==> src/sfr_pkg.sv <==
package sfr_pkg;

  // result kinds
  localparam logic [1:0] KIND_NONE = 2'd0;
  localparam logic [1:0] KIND_DATA = 2'd1;
  localparam logic [1:0] KIND_DONE = 2'd2;
  localparam logic [1:0] KIND_ERR  = 2'd3;

  // error codes
  localparam logic [1:0] ERR_FORMAT = 2'd0;
  localparam logic [1:0] ERR_CMD    = 2'd1;
  localparam logic [1:0] ERR_SUM    = 2'd2;

  // input functions
  localparam logic FUNC_BYTE  = 1'b0;
  localparam logic FUNC_CLEAR = 1'b1;

  // frame markers and limits
  localparam logic [7:0]  HDR0      = 8'hC1;
  localparam logic [7:0]  HDR1      = 8'hD2;
  localparam logic [7:0]  TRL0      = 8'hE3;
  localparam logic [7:0]  TRL1      = 8'hF4;
  localparam logic [7:0]  CMD_MIN   = 8'h01;
  localparam logic [7:0]  CMD_MAX   = 8'h06;
  localparam logic [15:0] MAX_LENGTH_RESET = 16'd599;

  // fixed positions of the header bytes and the first payload byte
  localparam logic [16:0] POS_HDR0  = 17'd0;
  localparam logic [16:0] POS_HDR1  = 17'd1;
  localparam logic [16:0] POS_CMD   = 17'd2;
  localparam logic [16:0] POS_LENHI = 17'd3;
  localparam logic [16:0] POS_LENLO = 17'd4;
  localparam logic [16:0] POS_DATA0 = 17'd5;

  // one input word
  typedef struct packed {
    logic       func;
    logic [7:0] rx_byte;
  } item_t;

  // one result word
  typedef struct packed {
    logic [1:0]  kind;
    logic [7:0]  payload_byte;
    logic [15:0] payload_index;
    logic [2:0]  frame_command;
    logic [15:0] frame_length;
    logic [1:0]  error_code;
    logic        frame_ready;
  } result_t;

endpackage

==> src/sfr_in_reg.sv <==
module sfr_in_reg (
  input  logic                clk,
  input  logic                rst,
  input  logic                in_valid,
  output logic                in_stall,
  input  sfr_pkg::item_t      in_item,
  input  logic                advance,
  output logic                item_valid,
  output sfr_pkg::item_t      item
);

  logic accept;

  // hold off upstream while a word waits and cannot move on
  assign in_stall = item_valid && !advance;
  assign accept   = in_valid && !in_stall;

  // input register
  always_ff @(posedge clk) begin
    if (rst) begin
      item_valid <= 1'b0;
    end else if (accept) begin
      item_valid <= 1'b1;
    end else if (advance) begin
      item_valid <= 1'b0;
    end
  end

  always_ff @(posedge clk) begin
    if (accept) begin
      item <= in_item;
    end
  end

endmodule

==> src/sfr_parse_core.sv <==
module sfr_parse_core (
  input  logic                clk,
  input  logic                rst,
  input  logic                cfg_valid,
  input  logic [15:0]         cfg_data,
  input  logic                advance,
  input  sfr_pkg::item_t      item,
  output sfr_pkg::result_t    result
);

  logic [15:0] max_length;
  logic [16:0] position, position_next;
  logic [23:0] running_sum, running_sum_next;
  logic [2:0]  cmd_reg, cmd_reg_next;
  logic [15:0] len_reg, len_reg_next;
  logic [7:0]  sum_high_byte, sum_high_byte_next;
  logic        done_flag, done_flag_next;

  logic [16:0] len_ext;
  logic [16:0] last_data_pos;
  logic [16:0] data_offset;
  logic [15:0] len_full;
  logic [23:0] rx_sum;
  logic        err;
  logic [1:0]  ecode;
  logic [1:0]  kind;
  logic [7:0]  b;

  // configuration register
  always_ff @(posedge clk) begin
    if (rst) begin
      max_length <= sfr_pkg::MAX_LENGTH_RESET;
    end else if (cfg_valid) begin
      max_length <= cfg_data;
    end
  end

  assign b             = item.rx_byte;
  assign len_ext       = {1'b0, len_reg};
  assign last_data_pos = len_ext + 17'd4;
  assign data_offset   = position - sfr_pkg::POS_DATA0;
  assign len_full      = {len_reg[7:0], b};
  assign rx_sum        = {8'd0, sum_high_byte, b};

  // parse one word
  always_comb begin
    position_next      = position;
    running_sum_next   = running_sum;
    cmd_reg_next       = cmd_reg;
    len_reg_next       = len_reg;
    sum_high_byte_next = sum_high_byte;
    done_flag_next     = done_flag;
    err                = 1'b0;
    ecode              = sfr_pkg::ERR_FORMAT;
    kind               = sfr_pkg::KIND_NONE;
    result             = '0;

    if (item.func == sfr_pkg::FUNC_CLEAR) begin
      position_next      = '0;
      running_sum_next   = '0;
      cmd_reg_next       = '0;
      len_reg_next       = '0;
      sum_high_byte_next = '0;
      done_flag_next     = 1'b0;
    end else if (!done_flag) begin
      if (position <= last_data_pos) begin
        running_sum_next = running_sum + {16'd0, b};
      end
      if (position == sfr_pkg::POS_HDR0) begin
        err = (b != sfr_pkg::HDR0);
      end else if (position == sfr_pkg::POS_HDR1) begin
        err = (b != sfr_pkg::HDR1);
      end else if (position == sfr_pkg::POS_CMD) begin
        if (b < sfr_pkg::CMD_MIN || b > sfr_pkg::CMD_MAX) begin
          err   = 1'b1;
          ecode = sfr_pkg::ERR_CMD;
        end else begin
          cmd_reg_next = b[2:0];
        end
      end else if (position == sfr_pkg::POS_LENHI) begin
        len_reg_next = {8'd0, b};
      end else if (position == sfr_pkg::POS_LENLO) begin
        len_reg_next = len_full;
        err          = (len_full > max_length);
      end else if (position <= last_data_pos) begin
        kind                 = sfr_pkg::KIND_DATA;
        result.payload_byte  = b;
        result.payload_index = data_offset[15:0];
      end else if (position == len_ext + 17'd5) begin
        sum_high_byte_next = b;
      end else if (position == len_ext + 17'd6) begin
        if (rx_sum != running_sum) begin
          err   = 1'b1;
          ecode = sfr_pkg::ERR_SUM;
        end
      end else if (position == len_ext + 17'd7) begin
        err = (b != sfr_pkg::TRL0);
      end else begin
        if (b != sfr_pkg::TRL1) begin
          err = 1'b1;
        end else begin
          done_flag_next = 1'b1;
          kind           = sfr_pkg::KIND_DONE;
        end
      end
      position_next = position + 17'd1;
    end

    // command and length show the values found before any restart
    result.frame_command = cmd_reg_next;
    result.frame_length  = len_reg_next;

    // error restarts the parse
    if (err) begin
      kind              = sfr_pkg::KIND_ERR;
      result.error_code = ecode;
      position_next      = '0;
      running_sum_next   = '0;
      cmd_reg_next       = '0;
      len_reg_next       = '0;
      sum_high_byte_next = '0;
      done_flag_next     = 1'b0;
    end

    result.kind        = kind;
    result.frame_ready = done_flag_next;
  end

  // parser state
  always_ff @(posedge clk) begin
    if (rst) begin
      position      <= '0;
      running_sum   <= '0;
      cmd_reg       <= '0;
      len_reg       <= '0;
      sum_high_byte <= '0;
      done_flag     <= 1'b0;
    end else if (advance) begin
      position      <= position_next;
      running_sum   <= running_sum_next;
      cmd_reg       <= cmd_reg_next;
      len_reg       <= len_reg_next;
      sum_high_byte <= sum_high_byte_next;
      done_flag     <= done_flag_next;
    end
  end

endmodule

==> src/sfr_out_reg.sv <==
module sfr_out_reg (
  input  logic                clk,
  input  logic                rst,
  input  logic                up_valid,
  output logic                advance,
  input  sfr_pkg::result_t    result_in,
  output logic                out_valid,
  input  logic                out_stall,
  output sfr_pkg::result_t    result_out
);

  // the result register loads a waiting word whenever it is empty or being taken
  assign advance = up_valid && (!out_valid || !out_stall);

  always_ff @(posedge clk) begin
    if (rst) begin
      out_valid <= 1'b0;
    end else if (advance) begin
      out_valid <= 1'b1;
    end else if (!out_stall) begin
      out_valid <= 1'b0;
    end
  end

  always_ff @(posedge clk) begin
    if (advance) begin
      result_out <= result_in;
    end
  end

endmodule

==> src/serial_frame_receiver.sv <==
// Serial frame receiver: takes one word per cycle unless stalled, either a
// received byte or a clear, and returns exactly one result word per input
// word. Frames are C1 D2, command 1..6, 16-bit big-endian length (at most
// max_length), the payload, a 16-bit big-endian checksum of all bytes from
// header through payload, then E3 F4. Payload bytes come out one per result
// with their offset; errors restart the parse; after a good frame bytes are
// ignored until a clear. Each word passes through the input register and then
// the result register, and a new word is taken every cycle while the result
// register is being drained; the rate is set by the compare and add of the
// parser state. max_length is written through the cfg port, which is always
// ready.
module serial_frame_receiver (
  input  logic        clk,
  input  logic        rst,
  input  logic        cfg_valid,
  output logic        cfg_ready,
  input  logic [15:0] cfg_data,
  input  logic        in_valid,
  output logic        in_stall,
  input  logic        func,
  input  logic [7:0]  rx_byte,
  output logic        out_valid,
  input  logic        out_stall,
  output logic [1:0]  kind,
  output logic [7:0]  payload_byte,
  output logic [15:0] payload_index,
  output logic [2:0]  frame_command,
  output logic [15:0] frame_length,
  output logic [1:0]  error_code,
  output logic        frame_ready
);

  sfr_pkg::item_t       in_item;
  sfr_pkg::item_t       item;
  sfr_pkg::result_t     result;
  sfr_pkg::result_t     result_q;
  logic                 item_valid;
  logic                 advance;

  assign cfg_ready = 1'b1;
  assign in_item   = '{func: func, rx_byte: rx_byte};

  sfr_in_reg u_in_reg (
    .clk        (clk),
    .rst        (rst),
    .in_valid   (in_valid),
    .in_stall   (in_stall),
    .in_item    (in_item),
    .advance    (advance),
    .item_valid (item_valid),
    .item       (item)
  );

  sfr_parse_core u_core (
    .clk       (clk),
    .rst       (rst),
    .cfg_valid (cfg_valid),
    .cfg_data  (cfg_data),
    .advance   (advance),
    .item      (item),
    .result    (result)
  );

  sfr_out_reg u_out_reg (
    .clk        (clk),
    .rst        (rst),
    .up_valid   (item_valid),
    .advance    (advance),
    .result_in  (result),
    .out_valid  (out_valid),
    .out_stall  (out_stall),
    .result_out (result_q)
  );

  // result word onto its ports
  assign kind          = result_q.kind;
  assign payload_byte  = result_q.payload_byte;
  assign payload_index = result_q.payload_index;
  assign frame_command = result_q.frame_command;
  assign frame_length  = result_q.frame_length;
  assign error_code    = result_q.error_code;
  assign frame_ready   = result_q.frame_ready;

endmodule
==> config.mk <==
export PLATFORM = sky130hd
export DESIGN_NAME = serial_frame_receiver
export DESIGN_NICKNAME = d
export VERILOG_FILES = /design/src/sfr_pkg.sv /design/src/sfr_in_reg.sv /design/src/sfr_parse_core.sv /design/src/sfr_out_reg.sv /design/src/serial_frame_receiver.sv
export SDC_FILE = /design/constraint.sdc
export NUM_CORES = 1
export LEC_CHECK = 0
export BUFFER_PORTS_ARGS = -buffer_cell sky130_fd_sc_hd__buf_2
export CAP_MARGIN = 20
export CORE_MARGIN = 3
export CORE_UTILIZATION = 40
export CTS_CLUSTER_DIAMETER = 120
export DETAILED_ROUTE_END_ITERATION = 8
export GPL_TIMING_DRIVEN = 0
export HOLD_SLACK_MARGIN = 0.15
export SLEW_MARGIN = 20
export SYNTH_ARGS = -nofsm -noshare
export SYNTH_HDL_FRONTEND = slang
export SYNTH_SLANG_ARGS = --single-unit
==> constraint.sdc <==
create_clock -name clk -period 5.4 [get_ports clk]
set_clock_uncertainty 0.15 [all_clocks]
set_input_delay 0.81 -clock clk [delete_from_list [all_inputs] [get_ports clk]]
set_output_delay 0.81 -clock clk [all_outputs]
set_load 0.03 [all_outputs]
==> flow_summary.toml, run 1 <==
[run_status]
status = "completed"

[setup_path]
path_max_fanout = 10
worstSetupEndpointType = "register"
cpPeakStageDelay_ns = 0.61
path_buf_inv = 2
path_delay_family = "compound AO/OA/AOI/OAI gates"
arrival_ns = 5.17
cp-start-kind = "register"
slowest_stage = "dfxtp_1"
path_depth = 15
reg2regPathDepth = 15
path_class = "register to register"
cp_data_required_time_ns = 5.61
cp_cell_sequence = "buf_4, nand4_1, or2_2, nor3_1, xnor2_1, ha_1, a21o_1, a21oi_1, o211ai_1, o211ai_1, o31ai_1, o311a_2, a211oi_4, buf_4, a22o_1"

[synthesis]
syn_area_sq_mm = 0.009315
ys_seq_area_share_pct = 37.07
syn_nets = 1114
yosysWarnings = 0
synth_ff_type = "dfxtp_1"
yosysTopAreaCell = "dfxtp_1"
synth_edf_count = 57
synth_area_per_cell_sq_um = 9.044
syn_inst = 1030
synth_top_area_share_pct = 18.70
yosysMostFrequentCell = "dfxtp_1"
ys_top_cells_by_area = "dfxtp_1, edfxtp_1, ha_1"
ys_top_cells_by_count = "dfxtp_1, nor2_1, nand2_1, inv_1, edfxtp_1"
synth_cell_types = 80
synth_seq_cells = 144
async_flop_share_pct = 0

[power_and_ir_drop]
power_per_cell_area_mw_per_mm2 = 238.9
power.leakage_nw = 4.203
vdd_drop_max_uv = 201.8

[clocking]
clock_sink_count = 144
hold_buffers = 0
clock_tree.root_cell = "clkbuf_16"
worstSkewPairLatency_ns = 0.43
cts_made_buffers = 17
cts.path.max_buffers = 2
htreeDepth = 4
path_clk_slew_ns = 0.06
cts_tree = "yes"

[drt]
ant_nets = 0
dr_total_vias = 8363
via_per_inst = 5.736
wl_per_cell_um = 19.56
drt-initial-drc-count = 649
routed_wl_um = 28520
dr.pass1.iters = 5
drc = 0

[placed_design]
gp_congestion = 0.9652
port_buffers = 78
placed_cell_area_sq_mm = 0.01012
dp_hpwl_um = 21500

[global_routing]
grt_start_max_net_pins = 28
grt_use_met1_pct = 32.83
grt_busiest_layer = "met2"
met3_usage_pct = 3.860
globalRouteTotalUtil_pct = 22.96
use_met2_pct = 36.25
grt_overflow_total = 0
antenna_found_initial = 0
first_global_vias = 7884
grt_pass1_wl_um = 44810

[die]
die_h_um = 158.6
io_pins = 81
num_rows = 55
die_area_sq_mm = 0.02516
core_sq_mm = 0.02278
initial_utilization_pct = 40.90
die_x_um = 158.6

[layout]
syn_to_final_growth_pct = 15.31
num_antenna_cells = 0
n_fill_cell = 2226
largest_reg_flops = 48
final_cell_area_sq_mm = 0.01074
nNetsFinal = 1216
regMostFlops = "u_out_reg.result_out"
drive_above_1_share_pct = 14.50
largestRegisters = "u_out_reg.result_out (48), u_core.running_sum (24), u_core.position (17)"

[timing]
setup_violations = 0
slew_headroom_pct = 46.80
post-route-period-util_pct = 91.86
hold_ws_ns = 0.3306
worstMarginPinSlew_ns = 0.7980
rsz0062_at_grt = "no"
tns_ns = 0
min_period_ns = 4.960
hold_viol = 0
max_freq_mhz = 201.6
slew_viol_final = 0

[min_path]
min_path_cells = 2
worstHoldPathType = "register to register"

[flow_run]
maxCapViolations = 0
[power breakdown]
part	internal, mW	total, mW	switching (mW)
sequential	1.15	1.17	0.0179
clock	0.708	1.21	0.502
combinational	0.0563	0.184	0.128
[final timing paths]
path,startpoint,endpoint,slack (ns)
hold reg to reg,u_core.running_sum[5],u_core.running_sum[5],0.33
setup reg to reg,u_core.len_reg[6],u_core.cmd_reg[2],0.44
setup / recovery,u_core.len_reg[6],u_core.cmd_reg[2],0.44
hold / removal,u_core.running_sum[5],u_core.running_sum[5],0.33
[cell type report]
cell class	instances	area (sq um)	area share, %
plain buffers	69	332.8	3.098
clock buffers	23	500.5	4.659
clock inverters	9	92.59	0.8620
inverters	60	226.5	2.108
multi-input cells	757	5304	49.38
flip-flops and latches	144	3453	32.15
well taps	313	391.6	3.646
repair buffers	83	440.4	4.100
[timing repair]
item | in CTS | in global routing
setup endpoints to repair | 0 | 39
gates resized for setup | 0 | 0
buffers inserted | 0 | 4
[cells by family after synthesis]
group | synth area share, %
fa+ha+maj | 7.334
xor+xnor | 7.495
other cells | 0.04026
simple gates | 18.74
flops | 37.07
buf+inv | 5.990
mux | 3.761
compound gates | 19.57
[cells in the final DEF, fill, tap and decap left out, types with 35 or more instances in the layout]
cell / synthesis / routed
buf_2: 17 / 95
dfxtp_1: 87 / 87
nor2_1: 80 / 80
nand2_1: 76 / 76
inv_1: 58 / 58
edfxtp_1: 57 / 57
ha_1: 53 / 53
xnor2_1: 51 / 51
nand4_1: 44 / 44
a21oi_1: 43 / 43
clkbuf_1: 37 / 40
mux2i_1: 35 / 35
[stage by stage]
step	total power, mW	util [%]	setup slack [ns]	cells
finish	2.566	47.16	0.4397	1458
global route	2.639	47.16	0.1298	1458
CTS	2.577	47.03	0.1986	1454
detailed placement	1.378	44.42	0.2480	1422
global placement	1.375	44.33	0.1723	1421
floorplan	1.312	-	1.510	1030
[worst register-to-register path, stage by stage (launching register included)]
cell and delay, ns:
dfxtp_1 0.61, buf_4 0.29, nand4_1 0.29, or2_2 0.44
nor3_1 0.20, xnor2_1 0.17, ha_1 0.28, a21o_1 0.16
a21oi_1 0.30, o211ai_1 0.16, o211ai_1 0.47, o31ai_1 0.24
o311a_2 0.24, a211oi_4 0.49, buf_4 0.28, a22o_1 0.15
[per-layer routing]
layer | up-vias | share of wire, %
met5 | - | 0
met4 | 0 | 1.6
met3 | 37 | 5.1
met2 | 239 | 46
met1 | 4048 | 47
li1 | 4039 | -
Power figures use the tool's default switching activity.
==> run 2, diff against run 1 <==
- CORE_UTILIZATION: 40 -> 61
- PLACE_DENSITY: unset -> 0.81
==> run 2 against run 1 <==
Effect of this change: first-iteration DRC count grew 83%; worst hold slack better by 0.00059 ns; clock power is essentially flat; highest routed layer unchanged.
==> flow_summary.toml, run 2 (same netlist as run 1, synthesis figures left out) <==
[die]
initial_utilization_pct = 63.14
num_rows = 44
die_h_um = 129.6
die_area_sq_mm = 0.01679
die_x_um = 129.6
core_sq_mm = 0.01475
io_pins = 81

[layout]
final_cell_count_no_fill = 1327
mostFrequentLayoutCell = "buf_2"
regMostFlops = "u_out_reg.result_out"
final_cell_area_sq_mm = 0.01059
seqCellArea_sq_mm = 0.003453
n_fill_cell = 1176
drive_above_1_share_pct = 14.61
num_antenna_cells = 0
largestRegisters = "u_out_reg.result_out (48), u_core.running_sum (24), u_core.position (17)"
post-route-util_pct = 71.78
largest_reg_flops = 48
final_cell_mix = "buf_2, dfxtp_1, nor2_1"
multi_input_area_sq_mm = 0.005304
syn_to_final_growth_pct = 13.69
nNetsFinal = 1214

[run_status]
status = "completed"

[drt]
drc = 0
routed_wl_um = 27570
ant_nets = 0
wl_per_cell_um = 20.78
drt-initial-drc-count = 1188
dr_total_vias = 8697
via_per_inst = 6.554
dr.pass1.iters = 6

[min_path]
holdPathEnd = "u_core.running_sum[0]"
min_from = "u_core.running_sum[0]"
worstHoldPathType = "register to register"
min_path_cells = 2

[setup_path]
reg2reg_from = "u_core.len_reg[5]"
cpPeakStageDelay_ns = 0.57
cp_data_required_time_ns = 5.52
worstSetupEndpointType = "register"
path_max_fanout = 10
reg2regPathDepth = 15
cp_common_cell = "o211ai_1"
path_class = "register to register"
reg2reg_to = "u_core.position[10]"
cp-start-kind = "register"
arrival_ns = 5.20
r2r_setup_slack_ns = 0.32
slowest_stage = "o311ai_0"
cp_cell_sequence = "buf_2, nand4_1, or2_2, nor3_1, xnor2_1, ha_1, a21o_1, a21oi_1, o211ai_1, o211ai_1, o31ai_1, o311ai_4, buf_6, nand2_1, o311ai_0"

[power_and_ir_drop]
finalPower_mw = 2.595
vdd_drop_max_uv = 331.7
p_clk_share_pct = 47.8
combPwrFrac_pct = 7.0
power_per_cell_area_mw_per_mm2 = 245.1
p_switching_mw = 0.6385
seqPwrFrac_pct = 45.2
internal-power_mw = 1.957
p_sw_share_pct = 24.60
power.leakage_nw = 4.202

[placed_design]
gp_congestion = 1.013
place_inst = 1293
port_buffers = 78
preCtsSetupSlack_ns = 0.09090
placed_cell_area_sq_mm = 0.009957
dp_hpwl_um = 20170

[timing]
max_freq_mhz = 197.0
min_period_ns = 5.077
worstMarginPinSlew_ns = 0.8593
slew_viol_final = 0
hold_ws_ns = 0.3312
rsz0062_at_grt = "no"
slew_headroom_pct = 42.71
post-route-period-util_pct = 94.02
setup_slack_ns = 0.3228
hold_viol = 0
tns_ns = 0
setup_violations = 0

[flow_run]
maxCapViolations = 0

[clocking]
cts_resized = 0
cts_tree = "yes"
cts_made_buffers = 17
hold_buffers = 0
cts.path.max_buffers = 2
worstSkewPairLatency_ns = 0.43
clock_sink_count = 144
clock_tree.root_cell = "clkbuf_16"
cts_setup_buffers = 0
path_clk_slew_ns = 0.07
htreeDepth = 4

[global_routing]
grt_start_max_net_pins = 28
grt_pass1_wl_um = 43410
first_global_vias = 7988
globalRouteTotalUtil_pct = 33.16
grt_overflow_total = 0
antenna_found_initial = 0
-- run 2: changes by cell type in the layout (fill, tap and decap cells not counted) --
cell and delta:
clkinv_4 +2, clkinvlp_4 +1, buf_4 -2, clkbuf_16 -2, inv_4 -2, clkbuf_1 -3, bufinv_16 +2, clkinv_2 +1
inv_6 +1
-- run 2: worst max path at each step --
stage,from,endpoint
floorplan,u_core.len_reg[4],u_core.cmd_reg[2]
global placement,u_core.len_reg[5],u_core.position[10]
detailed placement,u_core.len_reg[5],u_core.position[10]
CTS,u_core.len_reg[5],u_core.position[10]
global route,u_core.len_reg[5],u_core.position[10]
finish,u_core.len_reg[5],u_core.position[10]
-- run 2: critical path, delay by kind of cell (launching register included) --
family                   cells  cell delay (ns)
AND/OR/NAND/NOR              4             1.17
XOR/XNOR                     1             0.21
buffers and inverters        2             0.55
AO/OA/AOI/OAI                7             1.99
flip-flops                   1             0.55
adder cells (fa/ha/maj)      1             0.30
-- run 2: routing by layer --
| metal | wire (um) | up-vias | share of wire (%) | track usage (%) |
|---|---|---|---|---|
| met5 | 0 | - | 0 | 0 |
| met4 | 699 | 0 | 2.5 | 10.64 |
| met3 | 2754 | 65 | 10 | 6.513 |
| met2 | 11730 | 492 | 43 | 48.59 |
| met1 | 12380 | 4104 | 45 | 49.30 |
| li1 | - | 4036 | - | - |
-- run 2: power by group through the flow --
stage                     sequential (mW)  combinational [mW]  clock [mW]
after floorplan                      1.22              0.0938           0
after global placement               1.20               0.172           0
after detailed placement             1.19               0.178           0
after CTS                            1.17               0.180        1.24
after global routing                 1.17               0.198        1.29
final                                1.17               0.183        1.24
-- run 2: layout make-up --
type                    count  area share, %
clock inverters            14          1.690
clock buffers              18          4.147
repair buffers             81          4.017
plain buffers              69          3.143
flip-flops and latches    144          32.61
well taps                 184          2.174
inverters                  60          2.138
multi-input cells         757          50.08
